--- src/rtl/ftacc_pkg.sv ---
// Shared types and constants for the fixed tick accumulator.
// Holds the request and response words, codes, FSM state and control structs.
// No dependencies.
package ftacc_pkg;

    typedef struct packed {
        logic [1:0]  command;
        logic [35:0] amount;
    } req_word_t;

    typedef struct packed {
        logic [4:0]  steps;
        logic        rebased;
        logic        budget_hit;
        logic [35:0] accumulator_now;
        logic [31:0] tick_count;
        logic [31:0] catchup_count;
        logic [31:0] rebase_count;
        logic [31:0] skip_count;
    } rsp_word_t;

    // command codes
    localparam logic [1:0] CMD_ADVANCE_NS  = 2'd0;
    localparam logic [1:0] CMD_ADVANCE_RAW = 2'd1;
    localparam logic [1:0] CMD_REBASE      = 2'd2;

    // register indexes (byte address 4*i)
    localparam logic REG_FIELD_RATE  = 1'b0;
    localparam logic REG_STEP_BUDGET = 1'b1;

    localparam logic [7:0] DEFAULT_FIELD_RATE = 8'd60;

    typedef enum logic [2:0] {
        ST_IDLE,
        ST_GAIN,
        ST_ADD,
        ST_STEP,
        ST_DONE
    } ftacc_state_t;

    typedef struct packed {
        logic load;
        logic gain;
        logic add;
        logic step;
        logic commit;
    } ftacc_cmd_t;

    typedef struct packed {
        logic step_go;
    } ftacc_status_t;

endpackage

--- src/rtl/ftacc_ctrl.sv ---
// Controller FSM of the fixed tick accumulator.
// Sequences load, gain, add, step and commit; owns the response valid flag.
// Depends on ftacc_pkg.
module ftacc_ctrl
    import ftacc_pkg::*;
(
    input  logic          clk,
    input  logic          rst_n,
    input  logic          req_valid,
    output logic          req_ready,
    output logic          rsp_valid,
    input  logic          rsp_ready,
    input  ftacc_status_t status,
    output ftacc_cmd_t    cmd
);

    ftacc_state_t state_reg;
    ftacc_state_t state_next;
    logic         valid_reg;
    logic         valid_next;

    always_ff @(posedge clk or negedge rst_n)
    begin
        if (!rst_n)
        begin
            state_reg <= ST_IDLE;
            valid_reg <= 1'b0;
        end
        else
        begin
            state_reg <= state_next;
            valid_reg <= valid_next;
        end
    end

    always_comb
    begin
        state_next = state_reg;
        cmd        = '0;
        req_ready  = 1'b0;
        case (state_reg)
            ST_IDLE:
            begin
                req_ready = 1'b1;
                if (req_valid)
                begin
                    cmd.load   = 1'b1;
                    state_next = ST_GAIN;
                end
            end
            ST_GAIN:
            begin
                cmd.gain   = 1'b1;
                state_next = ST_ADD;
            end
            ST_ADD:
            begin
                cmd.add    = 1'b1;
                state_next = ST_STEP;
            end
            ST_STEP:
            begin
                if (status.step_go)
                    cmd.step = 1'b1;
                else
                    state_next = ST_DONE;
            end
            ST_DONE:
            begin
                // hold until the output register is free
                if (!valid_reg || rsp_ready)
                begin
                    cmd.commit = 1'b1;
                    state_next = ST_IDLE;
                end
            end
            default:
            begin
                state_next = ST_IDLE;
            end
        endcase

        if (cmd.commit)
            valid_next = 1'b1;
        else if (rsp_ready)
            valid_next = 1'b0;
        else
            valid_next = valid_reg;
    end

    assign rsp_valid = valid_reg;

endmodule

--- src/rtl/ftacc_dp.sv ---
// Datapath of the fixed tick accumulator.
// Gain multiplier, stall guard, tick subtractor, statistics counters, output word.
// Depends on ftacc_pkg.
module ftacc_dp
    import ftacc_pkg::*;
#(
    parameter longint unsigned TICK_UNITS   = 64'd2000000000,
    parameter int unsigned     REBASE_TICKS = 30
)
(
    input  logic          clk,
    input  logic          rst_n,
    input  req_word_t     req_word,
    input  logic [7:0]    field_rate,
    input  logic [7:0]    step_budget,
    input  ftacc_cmd_t    cmd,
    output ftacc_status_t status,
    output rsp_word_t     rsp_word
);

    localparam logic [63:0] LIMIT_UNITS = 64'(REBASE_TICKS) * 64'(TICK_UNITS);
    localparam int ACC_W  = $clog2(LIMIT_UNITS + 64'd1);
    localparam int GAIN_W = 44;
    localparam int SUM_W  = ((ACC_W > GAIN_W) ? ACC_W : GAIN_W) + 1;
    localparam int STEP_W = $clog2(REBASE_TICKS + 1);
    localparam logic [ACC_W-1:0] TICK_ACC = ACC_W'(TICK_UNITS);

    logic [1:0]        command_reg;
    logic [35:0]       amount_reg;
    logic [GAIN_W-1:0] gain_reg;
    logic [GAIN_W-1:0] gain_next;
    logic [ACC_W-1:0]  acc_reg;
    logic [ACC_W-1:0]  acc_next;
    logic [STEP_W-1:0] steps_reg;
    logic [STEP_W-1:0] steps_next;
    logic              advance_reg;
    logic              advance_next;
    logic              rebased_reg;
    logic              rebased_next;
    logic [31:0]       tick_reg, tick_next;
    logic [31:0]       catchup_reg, catchup_next;
    logic [31:0]       rebase_reg, rebase_next;
    logic [31:0]       skip_reg, skip_next;
    rsp_word_t         rsp_reg;
    rsp_word_t         rsp_next;

    logic [7:0]        rate_eff;
    logic [SUM_W-1:0]  sum;
    logic              is_advance;
    logic              guard;
    logic              owe;
    logic              at_budget;
    logic              hit;

    assign rate_eff   = (field_rate == 8'd0) ? DEFAULT_FIELD_RATE : field_rate;
    assign is_advance = (command_reg == CMD_ADVANCE_NS) || (command_reg == CMD_ADVANCE_RAW);
    assign sum        = SUM_W'(acc_reg) + SUM_W'(gain_reg);
    assign guard      = (64'(gain_reg) > LIMIT_UNITS) || (64'(sum) > LIMIT_UNITS);
    assign owe        = acc_reg >= TICK_ACC;
    assign at_budget  = (step_budget != 8'd0) && (8'(steps_reg) == step_budget);
    assign hit        = advance_reg && owe && at_budget;

    assign status.step_go = advance_reg && owe && !at_budget;

    always_comb
    begin
        gain_next    = gain_reg;
        acc_next     = acc_reg;
        steps_next   = steps_reg;
        advance_next = advance_reg;
        rebased_next = rebased_reg;
        tick_next    = tick_reg;
        catchup_next = catchup_reg;
        rebase_next  = rebase_reg;
        skip_next    = skip_reg;
        rsp_next     = rsp_reg;

        if (cmd.load)
        begin
            steps_next   = '0;
            advance_next = 1'b0;
            rebased_next = 1'b0;
        end

        if (cmd.gain)
        begin
            if (command_reg == CMD_ADVANCE_NS)
                gain_next = GAIN_W'(amount_reg) * GAIN_W'(rate_eff);
            else
                gain_next = GAIN_W'(amount_reg);
        end

        if (cmd.add)
        begin
            if ((command_reg == CMD_REBASE) || (is_advance && guard))
            begin
                acc_next     = '0;
                rebased_next = 1'b1;
            end
            else if (is_advance)
            begin
                acc_next     = ACC_W'(sum);
                advance_next = 1'b1;
            end
        end

        if (cmd.step)
        begin
            acc_next   = acc_reg - TICK_ACC;
            steps_next = steps_reg + 1'b1;
        end

        if (cmd.commit)
        begin
            tick_next = tick_reg + 32'(steps_reg);
            if (steps_reg > STEP_W'(1))
                catchup_next = catchup_reg + 32'(steps_reg) - 32'd1;
            if (rebased_reg)
                rebase_next = rebase_reg + 32'd1;
            if (hit)
                skip_next = skip_reg + 32'd1;
            rsp_next.steps           = 5'(steps_reg);
            rsp_next.rebased         = rebased_reg;
            rsp_next.budget_hit      = hit;
            rsp_next.accumulator_now = 36'(acc_reg);
            rsp_next.tick_count      = tick_next;
            rsp_next.catchup_count   = catchup_next;
            rsp_next.rebase_count    = rebase_next;
            rsp_next.skip_count      = skip_next;
        end
    end

    always_ff @(posedge clk or negedge rst_n)
    begin
        if (!rst_n)
        begin
            acc_reg     <= '0;
            steps_reg   <= '0;
            advance_reg <= 1'b0;
            rebased_reg <= 1'b0;
            tick_reg    <= '0;
            catchup_reg <= '0;
            rebase_reg  <= '0;
            skip_reg    <= '0;
        end
        else
        begin
            acc_reg     <= acc_next;
            steps_reg   <= steps_next;
            advance_reg <= advance_next;
            rebased_reg <= rebased_next;
            tick_reg    <= tick_next;
            catchup_reg <= catchup_next;
            rebase_reg  <= rebase_next;
            skip_reg    <= skip_next;
        end
    end

    always_ff @(posedge clk)
    begin
        if (cmd.load)
        begin
            command_reg <= req_word.command;
            amount_reg  <= req_word.amount;
        end
        gain_reg <= gain_next;
        rsp_reg  <= rsp_next;
    end

    assign rsp_word = rsp_reg;

endmodule

--- src/rtl/fixed_tick_accumulator_top.sv ---
// Fixed tick accumulator top. Each accepted word passes through load, gain, add, the tick loop
// (N ticks, N at most REBASE_TICKS, and at most step_budget when nonzero) and commit.
// The tick subtract loop issues one tick per cycle; a new word is taken only after the last is committed.
// A finished response waits in an output register while the next word is accepted.
// Reset (rst_n low, async): accumulator and counters cleared, field_rate 60, budget 0.
// Depends on ftacc_pkg, ftacc_ctrl, ftacc_dp.
module fixed_tick_accumulator_top
    import ftacc_pkg::*;
#(
    parameter longint unsigned TICK_UNITS   = 64'd2000000000,
    parameter int unsigned     REBASE_TICKS = 30
)
(
    input  logic        clk,
    input  logic        rst_n,
    // request channel
    input  logic        req_valid,
    output logic        req_ready,
    input  req_word_t   req_word,
    // response channel
    output logic        rsp_valid,
    input  logic        rsp_ready,
    output rsp_word_t   rsp_word,
    // configuration port
    input  logic        psel,
    input  logic        penable,
    input  logic        pwrite,
    input  logic [2:0]  paddr,
    input  logic [31:0] pwdata,
    output logic [31:0] prdata,
    output logic        pready
);

    logic [7:0]    field_rate_reg;
    logic [7:0]    step_budget_reg;
    logic          reg_index;
    logic          cfg_write;
    ftacc_cmd_t    cmd;
    ftacc_status_t status;

    // Word-aligned registers: bit 2 picks the register, low bits are ignored.
    assign pready    = 1'b1;
    assign reg_index = paddr[2];
    assign cfg_write = psel && penable && pwrite && pready;

    always_ff @(posedge clk or negedge rst_n)
    begin
        if (!rst_n)
        begin
            field_rate_reg  <= DEFAULT_FIELD_RATE;
            step_budget_reg <= 8'd0;
        end
        else if (cfg_write)
        begin
            case (reg_index)
                REG_FIELD_RATE:  field_rate_reg  <= pwdata[7:0];
                REG_STEP_BUDGET: step_budget_reg <= pwdata[7:0];
                default:         field_rate_reg  <= field_rate_reg;
            endcase
        end
    end

    always_comb
    begin
        case (reg_index)
            REG_FIELD_RATE:  prdata = {24'd0, field_rate_reg};
            REG_STEP_BUDGET: prdata = {24'd0, step_budget_reg};
            default:         prdata = 32'd0;
        endcase
    end

    // Sequencer: one word at a time through gain, add and the tick loop.
    ftacc_ctrl u_ctrl (
        .clk       (clk),
        .rst_n     (rst_n),
        .req_valid (req_valid),
        .req_ready (req_ready),
        .rsp_valid (rsp_valid),
        .rsp_ready (rsp_ready),
        .status    (status),
        .cmd       (cmd)
    );

    // Arithmetic, accumulator, statistics and the output register.
    ftacc_dp #(
        .TICK_UNITS   (TICK_UNITS),
        .REBASE_TICKS (REBASE_TICKS)
    ) u_dp (
        .clk         (clk),
        .rst_n       (rst_n),
        .req_word    (req_word),
        .field_rate  (field_rate_reg),
        .step_budget (step_budget_reg),
        .cmd         (cmd),
        .status      (status),
        .rsp_word    (rsp_word)
    );

`ifndef SYNTH
    // A cleared accumulator never issues ticks.
    a_rebase_no_steps: assert property (@(posedge clk) disable iff (!rst_n)
        rsp_valid && rsp_word.rebased |-> rsp_word.steps == 5'd0 && !rsp_word.budget_hit)
        else $error("rebased response carries ticks or budget hit");

    // A nonzero budget caps the ticks of one word.
    a_budget_cap: assert property (@(posedge clk) disable iff (!rst_n)
        rsp_valid && step_budget_reg != 8'd0 |-> 8'(rsp_word.steps) <= step_budget_reg)
        else $error("ticks exceed step budget");

    // A budget hit means exactly the budget was issued.
    a_budget_hit_full: assert property (@(posedge clk) disable iff (!rst_n)
        rsp_valid && rsp_word.budget_hit |-> 8'(rsp_word.steps) == step_budget_reg)
        else $error("budget hit with ticks below budget");

    // After accepting a word the block is busy in the next cycle.
    a_busy_after_accept: assert property (@(posedge clk) disable iff (!rst_n)
        req_valid && req_ready |=> !req_ready)
        else $error("second word accepted back to back");
`endif

endmodule

--- config.mk ---
export PLATFORM = sky130hd
export DESIGN_NAME = fixed_tick_accumulator_top
export DESIGN_NICKNAME = d
export VERILOG_FILES = /design/src/rtl/ftacc_pkg.sv /design/src/rtl/ftacc_ctrl.sv /design/src/rtl/ftacc_dp.sv /design/src/rtl/fixed_tick_accumulator_top.sv
export SDC_FILE = /design/constraint.sdc
export NUM_CORES = 1
export LEC_CHECK = 0
export ABC_CLOCK_PERIOD_IN_PS = 8300
export BUFFER_PORTS_ARGS = -buffer_cell sky130_fd_sc_hd__buf_2
export CORE_ASPECT_RATIO = 1.25
export CORE_UTILIZATION = 55
export CTS_CLUSTER_DIAMETER = 40
export DETAILED_ROUTE_END_ITERATION = 8
export HOLD_SLACK_MARGIN = 0.02
export PLACE_DENSITY = 0.72
export SLEW_MARGIN = 20
export SYNTH_ARGS = -nofsm -noshare
export SYNTH_HDL_FRONTEND = slang
export SYNTH_HIERARCHICAL = 1
export SYNTH_SLANG_ARGS = --single-unit
--- constraint.sdc ---
create_clock -name clk -period 8.3 [get_ports clk]
set_input_delay 1.66 -clock clk [delete_from_list [all_inputs] [get_ports clk]]
set_output_delay 1.66 -clock clk [all_outputs]
set_load 0.02 [all_outputs]
==> results of run 1 <==
## cells in the mapped netlist, drive strengths merged, types with 6 or more instances
cell / count
o21a: 21
a211oi: 11
nor2: 152
clkbuf: 79
o22ai: 10
nor4: 15
or2: 7
xor2: 115
o21bai: 10
nor2b: 122
nand2b: 23
or4: 6
a31oi: 21
nand3: 66
nor3: 35
a21oi: 139
mux2: 47
and2: 168
nor4b: 6
xnor2: 173
edfxtp: 253
buf: 52
a21boi: 8
or3: 11
dfrtp: 187
nand2: 280
o211ai: 10
nand4: 37
o21ai: 143
a21o: 51
o31ai: 38
ha: 146
and4: 12
and3: 58
inv: 289
fa: 207
## through the flow
step                      total power, W  hold slack [ps]  setup slack [ps]  util [%]  cells
after global placement            0.0128              476              1330      58.5   3975
after global routing              0.0170              519               647      62.0   4089
after CTS                         0.0156              496              1150      62.0   4089
after floorplan                   0.0109              420              1720         -   3104
after detailed placement          0.0130              484              1190      58.5   3975
final                             0.0155              494              1100      62.0   4089
## placed cells by master (no fill, tap or decap), types with 121 or more instances in the layout
master,count
xnor2_1,173
buf_2,233
o21ai_0,140
fa_1,207
edfxtp_1,253
nand2_1,278
ha_1,146
and2_1,165
inv_1,289
nor2b_1,121
nor2_1,144
dfrtp_1,187
a21oi_1,138
## cells by family after synthesis
group / count (synthesis) / share of synthesized area [%]
and+or+nand+nor: 1012 / 16.7
AOI/OAI and AO/OA: 512 / 10.2
DFF: 444 / 39.0
buffers and inverters: 422 / 5.55
adders and majority gates: 353 / 18.8
xor gates and xnor gates: 288 / 7.95
muxes: 48 / 1.70
other: 2 / 0.0237
## layout make-up
cell class              instances  area, sq um  area share, %
multi-input cells            2238        17700           49.9
flip-flops and latches        444        12400           34.9
clock buffers                  69         1580           4.44
repair buffers                253         1340           3.77
inverters                     290         1090           3.07
well taps                     750          938           2.65
clock inverters                45          423           1.19
## power groups by stage
stage                     Combinational (W)  Sequential, W  Clock [W]
after floorplan                     0.00765        0.00323          0
after global placement              0.00946        0.00330          0
after global routing                 0.0111        0.00331    0.00263
after CTS                           0.00978        0.00327    0.00254
final                               0.00977        0.00327    0.00249
after detailed placement            0.00972        0.00331          0
## layer usage
layer  share of wire [%]  wire, microns  vias to the layer above  global-route usage (%)
li1                    -              -                    10845                       -
met1                  41          30200                    11338                    31.7
met2                  52          38200                      615                    45.9
met3                 4.6           3410                      130                    3.32
met4                 2.9           2160                        0                    8.14
met5                   0              0                        -                       0
## worst max path at each step
| stage | from | slack (ps) | cells past startpoint | endpoint |
|---|---|---|---|---|
| 2_1_floorplan | field_rate_reg[1] | 1720 | 25 | u_dp/gain_reg[40] |
| 3_3_place_gp | field_rate_reg[3] | 1330 | 22 | u_dp/gain_reg[40] |
| 3_5_place_dp | field_rate_reg[3] | 1190 | 22 | u_dp/gain_reg[40] |
| 4_1_cts | field_rate_reg[3] | 1150 | 22 | u_dp/gain_reg[40] |
| 5_1_grt | field_rate_reg[3] | 650 | 22 | u_dp/gain_reg[40] |
| 6_report | field_rate_reg[1] | 1100 | 24 | u_dp/gain_reg[43] |
## worst max-delay path, delay by kind of cell (launching register included)
kind | cells | cell delay, ps
compound gates | 12 | 2410
fa+ha+maj | 5 | 2400
simple gates | 4 | 1280
buf+inv | 3 | 440
flops | 1 | 380
==> results.md, run 1 <==
* Worst skew pair latency at 630 ps
* Top cell type's share of synthesized area at 24.0%
* Syn avg cell area at 10.3 sq um
* Number of synthesized flops with an enable pin at 253
* Max FFs per register at 171
* HP Start: u_dp/skip_reg[31]
* Worst setup EP type: flop
* Filler cells at 4631
* Hold Buf Count CTS at 0
* Core area at 57100 sq um
* Final Hold Viols at 0
* Comb power frac at 62.9%
* Remaining antenna violation count after routing at 0
* Mapped Cells at 3081
* Avg WL per Cell at 18.1 microns
* Status: complete, no violations
* Max FO, Critical Path at 32
* Worst r2r dst: u_dp/gain_reg[43]
* Fraction of layout cells with a size suffix above 1 at 13.7%
* Vias in the first global route at 23247
* Starting Density at 55.5%
* Inserted Diodes at 0
* Worst slew pin tran at 1060 ps
* Nets at 3720
* CP arrival at 7540 ps
* Area delta synth->final at 11.7%
* Row count at 98
* CP max stage delay at 550 ps
* Worst-path clk slew at 60 ps
* Initial antenna violation count at 0
* Synth warnings at 6
* R2R depth at 24
* Synth top area cells: edfxtp_1 (24%), dfrtp_1 (15%), fa_1 (13%)
* Reg2Reg Launch Point: field_rate_reg[1]
* Fin crit period at 7200 ps
* Hold path endpoint: u_dp/skip_reg[31]
* Sw Share at 46.4%
* Worst Hold Class: flop to flop
* Max_slew headroom at 29.1%
* Seq cells post-synth at 444
* Port buffer count at 234
* H-tree levels at 2
* First DRT Iteration DRCs at 1483
* Pwr dens at 438 nW/um^2
* Cells along the critical path: or4_1 > nor2_1 > or2_2 > buf_4 > and2_1 > fa_1 > fa_1 > fa_1 > inv_1 > fa_1 > inv_1 > ha_1 > a21o_1 > a21o_1 > a21oi_1 > a21o_1 > a21boi_0 > o21ai_0 > o21ai_0 > a41oi_1 > a21oi_1 > o21a_1 > o211ai_1 > o211ai_1
* Max cap viols at 0
* TritonRoute pass-1 iters at 6
* Bufs on Longest Clock Path at 3
* CTS resizes at 0
* Type of origin of the critical path: flop
* Setup Total Neg Slack at 0 ps
* Worst IR Drop VDD at 0.368 mV
* FFs w/ async S/R, synth at 43.0%
* Required @ worst endpoint at 8650 ps
* Sequential Power Share at 21.1%
* Max-slew violations at 0
* CTS sink cnt at 444
* Gpl congestion at 0.960
* Cell Area, Synth at 31700 sq um
* GRT Util Overall at 25.6%
* Post-DP HPWL at 55.9 mm
* CTS buffer count at 60
* Netlist cell types at 97
* Gr ovfl total at 0
* RSZ-0062 raised after global routing: false
* Static Leak at 16.0 nW
* Register area share after synthesis at 39.0%
* Synth area leader: edfxtp_1
* Clock power frac at 16.0%
* Hold Path Stages at 1
* CTS tree: built
* Fin Clk Skew at 24.6 ps
* I/O pins at 286
* Vias at 22928
* Remaining DRCs at 0
* Vias/cell at 5.61
* Critical Path Slowest Stage Cell: fa_1
* Largest net degree at the start of global routing at 213
* Post-Route WL at 74.0 mm
* Root Buffer Master: clkbuf_16
* Crit share post-route at 86.7%
* Internal power at 0.00833 W
* Setup violations, final at 0
* Die Y at 270 microns
* Die area at 58600 sq um
* Post-CTS setup buffer count at 0
* Most used cell, CP: fa_1
* R2r setup slk at 1100 ps
* Die Width at 217 microns
* Setup CP Type: flop to flop
* Most used DFF post-synth: edfxtp_1
* First-pass GRT wire length at 120 mm
* Max Fclk at 139 MHz
* Cell area after layout at 35400 sq um
* Placed Area at 33400 sq um
* P_sw at 0.00720 W
(Power assumes the default switching activity.)
==> inputs of run 2 (changes only) <==
--- a/config.mk
+++ b/config.mk
@@ -11,6 +11,7 @@
 export CORE_UTILIZATION = 55
 export CTS_CLUSTER_DIAMETER = 40
 export DETAILED_ROUTE_END_ITERATION = 8
+export GPL_TIMING_DRIVEN = 0
 export HOLD_SLACK_MARGIN = 0.02
 export PLACE_DENSITY = 0.72
 export SLEW_MARGIN = 20
==> run 2 against run 1 <==
Core utilization grew 1.2 points. Critical path type unchanged. Global-route usage up 3.2 points. Critical path depth unchanged. Wire length increased by 13%. Non-clock buffer count is 115 higher. Fmax is 7.8% lower. First-iteration DRC count is 19% higher. Worst setup slack lost 610 ps. Sequential cell count is the same. Critical endpoint is now u_dp/gain_reg[40]. Clock-buffer cell count is the same.
==> results.md, run 2 (synthesis results as in run 1) <==
* Gpl congestion at 0.995 (was 0.960)
* Die area at 58600 sq um (unchanged)
* H-tree levels at 2 (unchanged)
* Die Width at 217 microns (unchanged)
* Max Fclk at 128 MHz (was 139 MHz)
* Max FFs per register at 171 (unchanged)
* Max_slew headroom at 33.3% (was 29.1%)
* Initial antenna violation count at 0 (unchanged)
* Area delta synth->final at 13.9% (was 11.7%)
* First-pass GRT wire length at 132 mm (was 120 mm)
* Fin Clk Skew at 31.2 ps (was 24.6 ps)
* CTS tree: built (unchanged)
* Starting Density at 55.5% (unchanged)
* Worst skew pair latency at 620 ps (was 630 ps)
* Post-DP HPWL at 64.3 mm (was 55.9 mm)
* Static Leak at 16.3 nW (was 16.0 nW)
* Remaining DRCs at 0 (unchanged)
* Cells along the critical path: or4_1 > nor2_1 > or2_2 > clkbuf_2 > nand2_1 > fa_1 > fa_1 > inv_1 > fa_1 > inv_1 > fa_1 > inv_1 > ha_1 > o21a_1 > o21ai_0 > o21ai_0 > a21oi_1 > o21ai_1 > a221oi_4 > o31ai_1 > a311o_1 > a21oi_1 > xor2_1 > nor2_1 (was or4_1 > nor2_1 > or2_2 > buf_4 > and2_1 > fa_1 > fa_1 > fa_1 > inv_1 > fa_1 > inv_1 > ha_1 > a21o_1 > a21o_1 > a21oi_1 > a21o_1 > a21boi_0 > o21ai_0 > o21ai_0 > a41oi_1 > a21oi_1 > o21a_1 > o211ai_1 > o211ai_1)
* Inserted Diodes at 0 (unchanged)
* Required @ worst endpoint at 8650 ps (about the same)
* Root Buffer Master: clkbuf_16 (unchanged)
* Fraction of layout cells with a size suffix above 1 at 14.1% (was 13.7%)
* Final core occ at 63.2% (was 62.0%)
* Remaining antenna violation count after routing at 0 (unchanged)
* Gr ovfl total at 0 (unchanged)
* TritonRoute pass-1 iters at 6 (unchanged)
* Pre-CTS setup slack at 30.9 ps (was 1190 ps)
* Final Hold Viols at 0 (unchanged)
* Type of origin of the critical path: flop (unchanged)
* Status: complete, no violations (unchanged)
* Setup ws final at 497 ps (was 1100 ps)
* Vias in the first global route at 24747 (was 23247)
* Post-Route WL at 83.6 mm (was 74.0 mm)
* Worst IR Drop VDD at 0.360 mV (was 0.368 mV)
* Placed Area at 34000 sq um (was 33400 sq um)
* Commonest non-fill, non-tap cell in the layout: inv_1 (unchanged)
* Die Y at 270 microns (unchanged)
* Avg WL per Cell at 19.9 microns (was 18.1 microns)
* Setup CP Type: flop to flop (unchanged)
* Worst path top cell family by delay: compound AO/OA/AOI/OAI gates (unchanged)
* GRT Util Overall at 28.7% (was 25.6%)
* Crit share post-route at 94.0% (was 86.7%)
* Max cap viols at 0 (unchanged)
* Bufs on Longest Clock Path at 3 (unchanged)
* CTS buffer count at 58 (was 60)
* Filler cells at 4647 (was 4631)
* RSZ-0062 raised after global routing: false (unchanged)
* Pwr dens at 449 nW/um^2 (was 438 nW/um^2)
* Largest net degree at the start of global routing at 102 (was 213)
* Fin crit period at 7800 ps (was 7200 ps)
* Vias/cell at 5.70 (was 5.61)
* Max FO, Critical Path at 12 (was 32)
* Max-slew violations at 0 (unchanged)
* Buffers plus inverters on the worst setup path at 4 (was 3)
* Nets at 3833 (was 3720)
* Worst slew pin tran at 990 ps (was 1060 ps)
* Row count at 98 (unchanged)
* Core area at 57100 sq um (unchanged)
* Port buffer count at 233 (was 234)
* Vias at 23946 (was 22928)
* Critical Path Slowest Stage Cell: dfrtp_1 (was fa_1)
* R2r setup slk at 500 ps (was 1100 ps)
* I/O pins at 286 (unchanged)
* Most frequent cells in the layout: inv_1 (289), nand2_1 (278), edfxtp_1 (253), buf_2 (246), fa_1 (207) (was inv_1 (289), nand2_1 (278), edfxtp_1 (253), buf_2 (233), fa_1 (207))
* Worst setup EP type: flop (unchanged)
* Setup violations, final at 0 (unchanged)
* Hold_ws at 446 ps (was 494 ps)
* Cell area after layout at 36100 sq um (was 35400 sq um)
* CP max stage delay at 640 ps (was 550 ps)
* CTS sink cnt at 444 (unchanged)
* First DRT Iteration DRCs at 1771 (was 1483)
* Setup Total Neg Slack at 0 ps (unchanged)
* CP arrival at 8150 ps (was 7540 ps)
* Worst-path clk slew at 60 ps (about the same)
* Most used cell, CP: fa_1 (unchanged)
* Worst Hold Class: flop to flop (unchanged)
-- run 2: per-layer routing --
metal / vias to the layer above / track usage (%) / part of all wire (%)
li1: 11078 / - / -
met1: 11787 / 33.6 / 38
met2: 863 / 52.1 / 52
met3: 218 / 3.58 / 5.0
met4: 0 / 13.4 / 4.6
met5: - / 0 / 0
-- run 2: final timing paths --
path	start	end	depth (start not counted)
max	field_rate_reg[1]	u_dp/gain_reg[40]	24
min	u_dp/rebased_reg	u_dp/rsp_word[165]	0
max reg2reg	field_rate_reg[1]	u_dp/gain_reg[40]	24
min reg2reg	u_dp/rebased_reg	u_dp/rsp_word[165]	0
max in group asynchronous	rst_n	field_rate_reg[2]	3
min in group asynchronous	rst_n	u_dp/rebase_reg[14]	1
-- run 2: what timing repair did --
action                     4_1_cts  5_1_grt
resized for setup                1       12
buffers inserted                 0        0
hold buffers                     0        0
setup endpoints to repair        1        9
-- run 2: report_power, final --
| part | internal (W) | switching, W |
|---|---|---|
| combinational | 0.00410 | 0.00621 |
| sequential | 0.00288 | 0.000420 |
| clock | 0.00157 | 0.00104 |
| total | 0.00855 | 0.00767 |
-- run 2: area by class of cell --
class	instances	area (sq um)	area share (%)
plain buffers	131	682	1.89
clock buffers	69	1570	4.33
clock inverters	41	503	1.39
inverters	290	1090	3.01
multi-input cells	2238	17700	49.0
flip-flops and latches	444	12400	34.3
well taps	750	938	2.60
repair buffers	237	1280	3.54
-- run 2: through the flow --
stage                     power [W]  cells
after floorplan              0.0109   3104
after global placement       0.0131   4087
after detailed placement     0.0134   4091
after CTS                    0.0161   4201
after global routing         0.0176   4200
final                        0.0162   4200
